File: src/bit_pack_encoder_defines.svh
// Assertion macros used by bpe_back.
`ifndef BIT_PACK_ENCODER_DEFINES_SVH
`define BIT_PACK_ENCODER_DEFINES_SVH

`ifndef SYNTHESIS
`define BPE_ASSERT(label, prop, msg) \
  label: assert property (@(posedge clk) disable iff (rst) (prop)) else $error(msg);
`define BPE_ASSERT_IMP(label, ante, cons, msg) \
  label: assert property (@(posedge clk) disable iff (rst) (ante) |-> (cons)) else $error(msg);
`define BPE_ASSERT_NEXT(label, ante, cons, msg) \
  label: assert property (@(posedge clk) disable iff (rst) (ante) |=> (cons)) else $error(msg);
`else
`define BPE_ASSERT(label, prop, msg)
`define BPE_ASSERT_IMP(label, ante, cons, msg)
`define BPE_ASSERT_NEXT(label, ante, cons, msg)
`endif

`endif

File: src/bpe_pkg.sv
package bpe_pkg;

  localparam int WORD_BITS = 64;
  localparam int VALUE_BITS = 32;
  localparam int WIDTH_BITS = 6;
  localparam int FILL_BITS = 6;
  localparam int CMD_DEPTH_DEFAULT = 4;
  localparam int RES_DEPTH_DEFAULT = 4;

  localparam logic [WIDTH_BITS-1:0] USED_BITS_RESET = 6'd32;
  localparam logic [WIDTH_BITS-1:0] USED_BITS_MIN = 6'd1;
  localparam logic [WIDTH_BITS-1:0] USED_BITS_MAX = 6'd32;

  typedef struct packed {
    logic [VALUE_BITS-1:0] value;
    logic                  last_item;
  } item_t;

  typedef struct packed {
    logic [WORD_BITS-1:0] packed_word;
    logic                 final_word;
  } result_t;

  typedef struct packed {
    logic [VALUE_BITS-1:0] value;
    logic [WIDTH_BITS-1:0] width;
    logic                  last;
  } cmd_t;

endpackage

File: src/bit_pack_encoder.sv
// Bit-packing encoder: each value is cut to its low used_bits bits (1 to 32; 0 reads as 1,
// larger settings as 32) and appended LSB-first into 64-bit words, earlier values in lower
// bits and values free to straddle two words. A word is delivered each time 64 bits fill up;
// the value marked last also delivers any partly filled word, zero in its unused high bits,
// and flags the final word of the stream, after which packing restarts from an empty word.
// One value is accepted per clock while the command queue has room. The back end writes one
// word per clock into the result queue while it has room; a last value that both completes a
// word and leaves a partial one writes the full word, then the partial one, taking no value
// in between. Write used_bits only between streams, once all words have been taken.
module bit_pack_encoder #(
  parameter int CMD_DEPTH = bpe_pkg::CMD_DEPTH_DEFAULT,
  parameter int RES_DEPTH = bpe_pkg::RES_DEPTH_DEFAULT
) (
  input  logic                           clk,
  input  logic                           rst,
  input  logic                           cfg_valid,
  output logic                           cfg_ready,
  input  logic [bpe_pkg::WIDTH_BITS-1:0] cfg_data,
  input  logic                           push,
  input  bpe_pkg::item_t                 item,
  output logic                           full,
  input  logic                           pop,
  output bpe_pkg::result_t               packed_out,
  output logic                           empty
);

  import bpe_pkg::*;

  cmd_t    cmd_in;
  cmd_t    cmd_out;
  logic    cmd_push;
  logic    cmd_full;
  logic    cmd_empty;
  logic    cmd_pop;
  result_t res_word;
  logic    res_push;
  logic    res_full;

  bpe_front u_front (
    .clk      (clk),
    .rst      (rst),
    .cfg_valid(cfg_valid),
    .cfg_ready(cfg_ready),
    .cfg_data (cfg_data),
    .push     (push),
    .item     (item),
    .full     (full),
    .cmd_push (cmd_push),
    .cmd      (cmd_in),
    .cmd_full (cmd_full)
  );

  bpe_fifo #(
    .DEPTH(CMD_DEPTH),
    .WIDTH($bits(cmd_t))
  ) u_cmd_q (
    .clk      (clk),
    .rst      (rst),
    .push     (cmd_push),
    .push_data(cmd_in),
    .full     (cmd_full),
    .pop      (cmd_pop),
    .pop_data (cmd_out),
    .empty    (cmd_empty)
  );

  bpe_back u_back (
    .clk      (clk),
    .rst      (rst),
    .cmd_empty(cmd_empty),
    .cmd      (cmd_out),
    .cmd_pop  (cmd_pop),
    .res_full (res_full),
    .res_push (res_push),
    .res_word (res_word)
  );

  bpe_fifo #(
    .DEPTH(RES_DEPTH),
    .WIDTH($bits(result_t))
  ) u_res_q (
    .clk      (clk),
    .rst      (rst),
    .push     (res_push),
    .push_data(res_word),
    .full     (res_full),
    .pop      (pop),
    .pop_data (packed_out),
    .empty    (empty)
  );

endmodule

File: src/bpe_fifo.sv
module bpe_fifo #(
  parameter int DEPTH = 4,
  parameter int WIDTH = 8
) (
  input  logic             clk,
  input  logic             rst,
  input  logic             push,
  input  logic [WIDTH-1:0] push_data,
  output logic             full,
  input  logic             pop,
  output logic [WIDTH-1:0] pop_data,
  output logic             empty
);

  localparam int AW = (DEPTH > 1) ? $clog2(DEPTH) : 1;
  localparam logic [AW:0] CNT_FULL = (AW + 1)'(DEPTH);
  localparam logic [AW-1:0] PTR_LAST = AW'(DEPTH - 1);

  logic [WIDTH-1:0] mem [DEPTH];
  logic [AW-1:0] wr_ptr;
  logic [AW-1:0] rd_ptr;
  logic [AW:0] count;
  logic wr_en;
  logic rd_en;

  assign full = (count == CNT_FULL);
  assign empty = (count == '0);
  assign wr_en = push && !full;
  assign rd_en = pop && !empty;
  assign pop_data = mem[rd_ptr];

  always_ff @(posedge clk) begin
    if (wr_en) begin
      mem[wr_ptr] <= push_data;
    end
  end

  always_ff @(posedge clk) begin
    if (rst) begin
      wr_ptr <= '0;
      rd_ptr <= '0;
      count <= '0;
    end else begin
      if (wr_en) begin
        wr_ptr <= (wr_ptr == PTR_LAST) ? '0 : wr_ptr + 1'b1;
      end
      if (rd_en) begin
        rd_ptr <= (rd_ptr == PTR_LAST) ? '0 : rd_ptr + 1'b1;
      end
      if (wr_en && !rd_en) begin
        count <= count + 1'b1;
      end else if (rd_en && !wr_en) begin
        count <= count - 1'b1;
      end
    end
  end

endmodule

File: src/bpe_front.sv
module bpe_front (
  input  logic                          clk,
  input  logic                          rst,
  input  logic                          cfg_valid,
  output logic                          cfg_ready,
  input  logic [bpe_pkg::WIDTH_BITS-1:0] cfg_data,
  input  logic                          push,
  input  bpe_pkg::item_t                item,
  output logic                          full,
  output logic                          cmd_push,
  output bpe_pkg::cmd_t                 cmd,
  input  logic                          cmd_full
);

  import bpe_pkg::*;

  logic [WIDTH_BITS-1:0] used_bits;
  logic [WIDTH_BITS-1:0] width;
  logic [VALUE_BITS-1:0] mask;

  assign cfg_ready = 1'b1;

  always_ff @(posedge clk) begin
    if (rst) begin
      used_bits <= USED_BITS_RESET;
    end else if (cfg_valid && cfg_ready) begin
      used_bits <= cfg_data;
    end
  end

  // Out-of-range widths saturate to the legal range.
  always_comb begin
    if (used_bits < USED_BITS_MIN) begin
      width = USED_BITS_MIN;
    end else if (used_bits > USED_BITS_MAX) begin
      width = USED_BITS_MAX;
    end else begin
      width = used_bits;
    end
  end

  assign mask = ~({VALUE_BITS{1'b1}} << width);

  assign full = cmd_full;
  assign cmd_push = push && !cmd_full;
  assign cmd.value = item.value & mask;
  assign cmd.width = width;
  assign cmd.last = item.last_item;

endmodule

File: src/bpe_back.sv
`include "bit_pack_encoder_defines.svh"

module bpe_back (
  input  logic            clk,
  input  logic            rst,
  input  logic            cmd_empty,
  input  bpe_pkg::cmd_t   cmd,
  output logic            cmd_pop,
  input  logic            res_full,
  output logic            res_push,
  output bpe_pkg::result_t res_word
);

  import bpe_pkg::*;

  localparam int SH_BITS = WORD_BITS + VALUE_BITS;

  logic [WORD_BITS-1:0] acc;
  logic [WORD_BITS-1:0] acc_next;
  logic [FILL_BITS-1:0] fill;
  logic [FILL_BITS-1:0] fill_next;
  logic                 pend;
  logic                 pend_next;

  logic [SH_BITS-1:0]   shifted;
  logic [WORD_BITS-1:0] acc_or;
  logic [VALUE_BITS-1:0] carry;
  logic [FILL_BITS:0]   total;
  logic                 word_done;
  logic [FILL_BITS-1:0] rem;

  assign shifted = {{WORD_BITS{1'b0}}, cmd.value} << fill;
  assign acc_or = acc | shifted[WORD_BITS-1:0];
  assign carry = shifted[SH_BITS-1:WORD_BITS];
  assign total = {1'b0, fill} + {1'b0, cmd.width};
  assign word_done = total[FILL_BITS];
  assign rem = total[FILL_BITS-1:0];

  always_comb begin
    cmd_pop = 1'b0;
    res_push = 1'b0;
    res_word = '0;
    acc_next = acc;
    fill_next = fill;
    pend_next = pend;
    if (pend) begin
      if (!res_full) begin
        res_push = 1'b1;
        res_word.packed_word = acc;
        res_word.final_word = 1'b1;
        acc_next = '0;
        fill_next = '0;
        pend_next = 1'b0;
      end
    end else if (!cmd_empty && !res_full) begin
      cmd_pop = 1'b1;
      if (word_done) begin
        res_push = 1'b1;
        res_word.packed_word = acc_or;
        res_word.final_word = cmd.last && (rem == '0);
        acc_next = {{(WORD_BITS - VALUE_BITS){1'b0}}, carry};
        fill_next = rem;
        if (cmd.last) begin
          if (rem != '0) begin
            pend_next = 1'b1;
          end else begin
            acc_next = '0;
          end
        end
      end else if (cmd.last) begin
        res_push = 1'b1;
        res_word.packed_word = acc_or;
        res_word.final_word = 1'b1;
        acc_next = '0;
        fill_next = '0;
      end else begin
        acc_next = acc_or;
        fill_next = rem;
      end
    end
  end

  always_ff @(posedge clk) begin
    if (rst) begin
      acc <= '0;
      fill <= '0;
      pend <= 1'b0;
    end else begin
      acc <= acc_next;
      fill <= fill_next;
      pend <= pend_next;
    end
  end

  `BPE_ASSERT_IMP(a_no_pop_during_flush, pend, !cmd_pop, "Command taken while a flush is pending")
  `BPE_ASSERT_NEXT(a_last_leaves_clean, cmd_pop && cmd.last, pend || (fill == '0 && acc == '0), "State not cleared after the last word")
  `BPE_ASSERT_NEXT(a_flush_clears, pend && !res_full, !pend && fill == '0 && acc == '0, "Flush did not return to the empty state")

endmodule

File: config.mk
export PLATFORM = sky130hd
export DESIGN_NAME = bit_pack_encoder
export DESIGN_NICKNAME = d
export VERILOG_FILES = /design/src/bpe_pkg.sv /design/src/bit_pack_encoder.sv /design/src/bpe_fifo.sv /design/src/bpe_front.sv /design/src/bpe_back.sv
export VERILOG_INCLUDE_DIRS = /design/src /design/src/src
export SDC_FILE = /design/constraint.sdc
export NUM_CORES = 1
export LEC_CHECK = 0
export ABC_AREA = 1
export BUFFER_PORTS_ARGS = -buffer_cell sky130_fd_sc_hd__buf_2
export CORE_ASPECT_RATIO = 1.2
export CORE_MARGIN = 2
export CORE_UTILIZATION = 62
export CTS_CLUSTER_DIAMETER = 50
export DETAILED_ROUTE_END_ITERATION = 6
export GPL_TIMING_DRIVEN = 0
export PLACE_DENSITY = 0.83
export SLEW_MARGIN = 20
export SYNTH_ARGS = -nofsm -noshare
export SYNTH_HDL_FRONTEND = slang
export SYNTH_SLANG_ARGS = --single-unit
File: constraint.sdc
create_clock -name clk -period 7.4 [get_ports clk]
set_input_delay 1.11 -clock clk [delete_from_list [all_inputs] [get_ports clk]]
set_output_delay 1.11 -clock clk [all_outputs]
set_load 0.02 [all_outputs]
# [After elaboration in Yosys (flattened, before gate mapping)]
# Memory sizes are Yosys's and may differ from the RTL's. A register that Yosys moved wholly into a read port is not among the register bits.
# Cells that the tools add are included.
[totals] register_bits=91 ramBits=416 out_inout_bits=68 wordCells=110 memories=2
[memory_table] memory="u_res_q.mem" words=4 word_bits=65 read_ports=1 rd_clocked_by_memory_dff=1 wr=1 line="bpe_fifo.sv:19" text="logic [WIDTH-1:0] mem [DEPTH];"
[memory_table] memory="u_cmd_q.mem" words=4 word_bits=39 read_ports=1 rd_clocked_by_memory_dff=1 wr=1 line="bpe_fifo.sv:19"
[op_classes] n_addsub=9 magnitude_cmp=2 eq_ne=7 shift=2 muxes=48 bitwise_logic=3 n_reduce_logical=27
[op_table] cell="two-way mux 64 bit" count=6
[op_table] cell="two-way mux 65 bit" count=5
[op_table] cell="<< shifter 32 x 6 -> 96 bit" count=1
[op_table] cell="OR 64 bit" count=1
[op_table] cell="two-way mux 6 bit" count=7
[op_table] cell="AND 32 bit" count=1
[op_table] cell="two-way mux 32 bit" count=1
[op_table] cell="NOT 32 bit" count=1
[op_table] cell="<< shifter 32 x 6 -> 32 bit (first input constant)" count=1
[op_table] cell="two-way mux 1 bit" count=17
[op_table] cell="two-way mux 2 bit" count=8
[op_table] cell="two-way mux 3 bit" count=4
[op_table] cell="logical AND 1 bit" count=11
[op_table] cell="adder 2 x 1 -> 2 bit (second input constant)" count=4
[op_table] cell="== test 2 bit (second input constant)" count=4
[op_table] cell="zero test 1 bit" count=8
[op_table] cell="adder 6 x 6 -> 7 bit" count=1
[op_table] cell="adder 3 x 1 -> 3 bit (second input constant)" count=2
[op_table] cell="== test 3 bit (second input constant)" count=2
[op_table] cell="> comparator 6 bit (second input constant)" count=1
[op_table] cell="zero test 3 bit" count=2
[op_table] cell="zero test 6 bit" count=1
[op_table] cell="< comparator 6 x 1 -> 1 bit (second input constant)" count=1
[op_table] cell="nonzero test 2 bit" count=3
[op_table] cell="other kinds (4)" count=5

# [Logic depth before layout (Yosys ltp)]
# Gate-level depths: netlist of run 1.
[depth] ltp_word=10 ltp_mapped=24 depth_no_buf=20

# [Hierarchy]
# A second synthesis of run 1 with hierarchy kept.
[hier_totals] cells_unflattened=2541 hier_area_um2=24448.4
[by_module_without_submodules] module="bpe_fifo (u_res_q)" instances=1 cells_each=700 area_per_inst_um2=10453.8 seq_area_each_um2=7987.7
[by_module_without_submodules] module="bpe_back" instances=1 cells_each=1261 area_per_inst_um2=6932.9 seq_area_each_um2=1421.4
[by_module_without_submodules] module="bpe_fifo (u_cmd_q)" instances=1 cells_each=449 area_per_inst_um2=6291.0 seq_area_each_um2=4864.7
[by_module_without_submodules] module="bpe_front" instances=1 cells_each=131 area_per_inst_um2=770.7 seq_area_each_um2=120.1

# [Worst setup path after synthesis of run 1]
# Ideal clock, no wire load.
[synth_path] path_kind="reg-to-reg" start="register (tool-made name)" end="memory u_res_q.mem[0][0] (netlist name) (enable)" t_arrival_ns=5.047 t_required_ns=6.912 setup_slack_ns=1.865 path_stages_with_launch=18 path_buffers=4 period_less_slack_ns=5.535 cell_sequence="dfxtp_1 -> buf_6 -> inv_6 -> buf_12 -> buf_6 -> clkbuf_1 -> nor2_1 -> o22ai_1 -> ha_1 -> fa_1 -> nand3_1 -> nand2_1 -> a21oi_1 -> o21bai_2 -> nor2_4 -> inv_2 -> a21oi_2 -> nor2_1"
[synth_lines] item="end, declared" line="bpe_fifo.sv:19"

==> reports/results.ini, run 1 <==
[critical_path]
crit_arrival_ns=4.91
end_kind=flop
critPathSlowestCell=nor2_4
cpLargestDelayFamily=buffers and inverters
crit_required_ns=7.68
reg2regPathDepth=16
critPathKind=reg2reg
path_buf_inv=5
cp-start-kind=flop
cp.depth=16
path_cells=buf_4 > clkbuf_1 > o21ai_0 > o22ai_1 > ha_1 > fa_1 > nand3_1 > nand2_1 > a21oi_1 > o21bai_2 > nor2_4 > inv_2 > a21oi_2 > nor2_4 > buf_12 > buf_12
slowest_delay_ns=0.68
cp_max_fo=23

[min_path]
hp-start=u_back.acc[51]
hold_path_depth=2
worstHoldPathType=reg2reg

[die]
rows=78
core_area_um2=37900
die_w_um=183
die_area_um2=40000
num_io_pins=112
die_y_um=219
start_util=0.628

[routing]
antenna_left=0
route.vias.total=20484
wl_um=78800
wl_per_cell_um=24.4
drt-initial-drc-count=2544
drc=0
dr.pass1.iters=6
vias_per_cell=6.34

[timing]
fin_skew_ns=0.0205
period_minus_slack_ns=4.63
fmax_mhz=216
max-slew-margin-rel=0.286
rsz0062_at_grt=false
tightest_slew_ns=1.06
min_period_over_period=0.626
setup_viol=0
hold_violations=0
maxSlewViolCount=0
tns_ns=0

[clocking]
clock_path_buffers=3
cts_sinks=511
path_clk_slew_ns=0.06
cts_setup_buffers=0
cts_resized=0
cts_tree=done
clockRootBuffer=clkbuf_16
htree_levels=2
insertion_delay_ns=0.59
cts_buffers=50
cts_hold_buf=0

[pwr]
p_leak_nw=10.3
seqPwrFrac=0.322
p_sw_mw=6.05
peakVddDrop_mv=0.293
power_frac_comb=0.489
p_int_mw=7.01
clkPwrFrac=0.189
powerDensity_nw_per_um2=486
power.share.switching=0.463

[logic_synthesis]
syn_nets=2600
ys_types=45
netlist.area_leader.share=0.525
synthArstFlopShare=0
synthTopCellsByCount=nand2_1 (548), edfxtp_1 (416), nand3_1 (375)
yosysMostFrequentCell=nand2_1
syn_inst=2535
yosys_register_bits=511
synth_flop_cell=edfxtp_1
synthTopCellsByArea=edfxtp_1 (53%), nand2_1 (8.6%), dfxtp_1 (8.0%)
seq_area_frac_synth=0.605
synth-edff-count=416
syn-mean-instance-area_um2=9.38
syn-cell-area_um2=23800
yosysTopAreaCell=edfxtp_1
ys_warn_count=0

[run]
maxCapViolCount=0

[layout]
num_antenna_cells=0
nets=2774
drive_gt1_frac=0.105
multi_input_area_um2=8120
fillers=2741
seqCellArea_um2=14400
syn_to_final_growth_pct=13.1
post-route-util=0.710

[global_routing]
grt_pass1_wl_um=116000
grt_usage=0.389
grt_antenna_before_repair=0
grt_pass1_vias=19783
grt_max_degree=25
gr-total-overflow=0

[status]
status=completed

[place]
hpwl_um=57900
numPortBuffers=108
finalWeightedCongestion=1.02

worst min-delay path, stage by stage, from the launching register on:
cell     delay [ns]
dfxtp_1        0.31
nand2_1        0.06
a21oi_1        0.05
layout by cell type (no fill, tap or decap), types with 19 or more instances in the layout:
cell	instances
nand2_1	548
inv_1	141
a21oi_1	162
dfxtp_1	95
o21ai_0	205
nand3_1	375
o22ai_1	71
nand4_1	19
clkbuf_1	98
edfxtp_1	416
buf_2	147
nor2_1	237
clkbuf_16	50
worst paths after layout:
path                              to  slack (ns)
setup / recovery  u_res_q.mem[1][54]        2.77
hold reg to reg       u_back.acc[51]        0.47
setup reg to reg  u_res_q.mem[1][54]        2.77
hold / removal        u_back.acc[51]        0.47
sequential cells by signal (all words and copies together), names as in the netlist, named ones only:
register	flops
u_res_q.mem	260
u_cmd_q.mem	156
u_back.acc	64
u_back.fill	6
u_front.used_bits	6
u_cmd_q.count	3
u_res_q.count	3
u_cmd_q.rd_ptr	2
u_cmd_q.wr_ptr	2
u_res_q.rd_ptr	2
u_res_q.wr_ptr	2
u_back.pend	1
cell families (layout without fill, tap and decap cells):
family | Yosys count | after routing | share of synthesized area
simple gates | 1207 | 1207 | 0.216
flops | 511 | 511 | 0.605
compound gates | 479 | 479 | 0.109
buf+inv | 312 | 526 | 0.0561
fa+ha+maj | 21 | 21 | 0.0120
xor+xnor | 4 | 4 | 0.00147
other cells | 1 | 1 | 0.000158
metal layers:
layer | share of wire | GRT usage | routed length [um]
met4 | 0.069 | 0.239 | 5470
met5 | 0 | 0 | 0
met2 | 0.50 | 0.697 | 39700
met1 | 0.36 | 0.449 | 28100
met3 | 0.070 | 0.0407 | 5520
per-stage QoR:
step	cells	cell area (um^2)	hold WS (ns)	setup WS [ns]	power, mW
after floorplan	2535	23800	0.445	1.86	8.12
after global placement	3123	24900	0.451	-0.607	10.2
after detailed placement	3137	25300	0.457	2.86	10.4
after CTS	3229	26900	0.467	2.80	12.9
after global routing	3229	26900	0.492	2.54	13.6
final	3229	26900	0.467	2.77	13.1
area by class of cell:
type                            count  area share
Tap cell                          480      0.0223
Clock buffer                       63      0.0495
Timing Repair Buffer              122      0.0319
Sequential cell                   511       0.535
Buffer                            159      0.0281
Clock inverter                     29     0.00949
Multi-Input combinational cell   1712       0.302
Inverter                          153      0.0215
power groups by stage:
stage / sequential, mW / clock (mW) / combinational (mW)
floorplan: 4.22 / 0 / 3.90
global placement: 4.28 / 0 / 5.90
detailed placement: 4.25 / 0 / 6.18
CTS: 4.20 / 2.45 / 6.23
global route: 4.25 / 2.56 / 6.83
finish: 4.21 / 2.47 / 6.40
Power figures use the tool's default switching activity.
==> run 2: changes to the inputs <==
clock period = 4.6 ns   (was 7.4 ns; I/O delays follow)
==> reports/results.ini, run 2 (synthesis gave the netlist of run 1 again) <==
[status]
status=finished with violations  ; was completed
violations=design-rule violations

[routing]
antenna_left=0  ; unchanged
wl_per_cell_um=24.4  ; about the same
dr.pass1.iters=7  ; was 6
drc=13  ; was 0
wl_um=78800  ; about the same
vias_per_cell=6.33  ; was 6.34
route.vias.total=20438  ; was 20484
drt-initial-drc-count=2488  ; was 2544

[min_path]
hold_path_depth=1  ; was 2
worstHoldPathType=in2reg  ; was reg2reg
min_to=u_cmd_q.mem[3][0]  ; was u_back.acc[51]
hp-start=item[0]  ; was u_back.acc[51]

[timing]
fin_skew_ns=0.0201  ; was 0.0205 ns
tightest_slew_ns=1.08  ; was 1.06 ns
worst_slack_ns=0.0875  ; was 2.77 ns
hold_violations=0  ; unchanged
fmax_mhz=222  ; was 216 MHz
setup_viol=0  ; unchanged
max-slew-margin-rel=0.269  ; was 0.286
maxSlewViolCount=0  ; unchanged
rsz0062_at_grt=true  ; was false
period_minus_slack_ns=4.51  ; was 4.63 ns
min_period_over_period=0.981  ; was 0.626

[die]
rows=78  ; unchanged
die_y_um=219  ; unchanged
die_area_um2=40000  ; unchanged
num_io_pins=112  ; unchanged
die_w_um=183  ; unchanged
core_area_um2=37900  ; unchanged
start_util=0.628  ; unchanged

[place]
placed_cells=3137  ; unchanged
place_area_um2=25300  ; unchanged
hpwl_um=57900  ; unchanged
finalWeightedCongestion=1.02  ; unchanged
place_ws_ns=0.0597  ; was 2.86 ns
numPortBuffers=108  ; unchanged

[critical_path]
crit_arrival_ns=4.79  ; was 4.91 ns
crit_path_frequent_cell=buf_6
end_kind=flop  ; unchanged
cp_max_fo=23  ; unchanged
crit_required_ns=4.87  ; was 7.68 ns
path_cells=buf_6 > buf_6 > buf_6 > clkbuf_1 > nor2_1 > o22ai_1 > ha_1 > fa_1 > nand3_1 > nand2_1 > a21oi_1 > o21bai_2 > nor2_4 > inv_2 > a21oi_4 > nor2_4 > buf_12 > buf_12  ; was buf_4 > clkbuf_1 > o21ai_0 > o22ai_1 > ha_1 > fa_1 > nand3_1 > nand2_1 > a21oi_1 > o21bai_2 > nor2_4 > inv_2 > a21oi_2 > nor2_4 > buf_12 > buf_12
r2r_slack_ns=0.09  ; was 2.77 ns
critPathKind=reg2reg  ; unchanged
slowest_delay_ns=0.67  ; was 0.68 ns
reg2regPathDepth=18  ; was 16
critPathSlowestCell=nor2_4  ; unchanged
cp-start-kind=flop  ; unchanged
r2r_end=u_res_q.mem[0][52]  ; was u_res_q.mem[1][54]

[clocking]
clock_path_buffers=3  ; unchanged
cts_hold_buf=0  ; unchanged
cts_resized=1  ; was 0
cts_tree=done  ; unchanged
cts_setup_buffers=0  ; unchanged
cts_buffers=50  ; unchanged
insertion_delay_ns=0.59  ; about the same
path_clk_slew_ns=0.07  ; was 0.06 ns
cts_sinks=511  ; unchanged
htree_levels=2  ; unchanged
clockRootBuffer=clkbuf_16  ; unchanged

[pwr]
total_power_mw=21.0  ; was 13.1 mW
p_leak_nw=10.3  ; about the same
powerDensity_nw_per_um2=782  ; was 486 nW/um^2
peakVddDrop_mv=0.470  ; was 0.293 mV

[global_routing]
grt_pass1_wl_um=116000  ; about the same
grt_max_degree=25  ; unchanged
gr-total-overflow=0  ; unchanged
grtUsageMet2=0.698  ; was 0.697
grt_antenna_before_repair=0  ; unchanged
grtUsageMet3=0.0407  ; unchanged
grt_usage=0.389  ; about the same
grt_pass1_vias=19790  ; was 19783
use_met1=0.449  ; about the same
busiest_layer=met2  ; unchanged

[run]
maxCapViolCount=0  ; unchanged

[layout]
final_cell_area_um2=26900  ; about the same
seqCellArea_um2=14400  ; unchanged
num_antenna_cells=0  ; unchanged
multi_input_area_um2=8120  ; about the same
fin_cells=3229  ; unchanged
registers.top_by_ff_count=u_res_q.mem  ; unchanged
drive_gt1_frac=0.106  ; was 0.105
layout_common_cells=nand2_1 (548), edfxtp_1 (416), nand3_1 (375)  ; unchanged
mostFrequentLayoutCell=nand2_1  ; unchanged
fillers=2740  ; was 2741
largest_reg_flops=260  ; unchanged
reg_top3=u_res_q.mem x260, u_cmd_q.mem x156, u_back.acc x64  ; unchanged
nets=2774  ; unchanged
syn_to_final_growth_pct=13.1  ; about the same

==> run 2: worst max-delay path by stage <==
stage / end / slack, ns / depth (start not counted)
after global placement: u_res_q.mem[1][54] / -3.41 / 14
final: u_res_q.mem[0][52] / 0.09 / 18
after global routing: u_res_q.mem[1][56] / -0.16 / 19
after CTS: u_res_q.mem[0][55] / 0.07 / 19
after detailed placement: u_res_q.mem[0][53] / 0.06 / 16
after floorplan: u_res_q.mem[0][0] / -0.94 / 17
==> run 2: layout make-up <==
class / instances / share of cell area
Buffer: 159 / 0.0281
Clock buffer: 63 / 0.0494
Clock inverter: 29 / 0.00949
Inverter: 153 / 0.0215
Multi-Input combinational cell: 1712 / 0.302
Sequential cell: 511 / 0.535
Tap cell: 480 / 0.0223
Timing Repair Buffer: 122 / 0.0319
==> run 2: layer usage <==
metal | up-vias | share of wire | wire [um]
li1 | 9173 | - | -
met1 | 9742 | 0.36 | 28000
met2 | 1246 | 0.50 | 39700
met3 | 277 | 0.070 | 5550
met4 | 0 | 0.071 | 5560
met5 | - | 0 | 0
==> run 2: worst max-delay path: cells and delay by family (launching register included) <==
family,cells,cell delay (ns)
compound gates,4,0.77
fa+ha+maj,2,0.51
simple gates,5,1.04
buf+inv,7,1.49
flops,1,0.32
==> run 2: power breakdown <==
group	leakage (nW)	internal (mW)	total, mW	switching, mW
combinational	4.91	2.67	10.3	7.63
sequential	4.65	6.43	6.77	0.339
clock	0.781	2.19	3.96	1.77
total	10.3	11.3	21.0	9.74
==> run 2: per-stage QoR <==
step	hold slack (ns)	util	TNS, ns
floorplan	0.445	-	-243.20
global placement	0.451	0.658	-872.90
detailed placement	0.457	0.668	0
CTS	0.329	0.710	0
global route	0.344	0.710	-6.59
finish	0.332	0.710	0
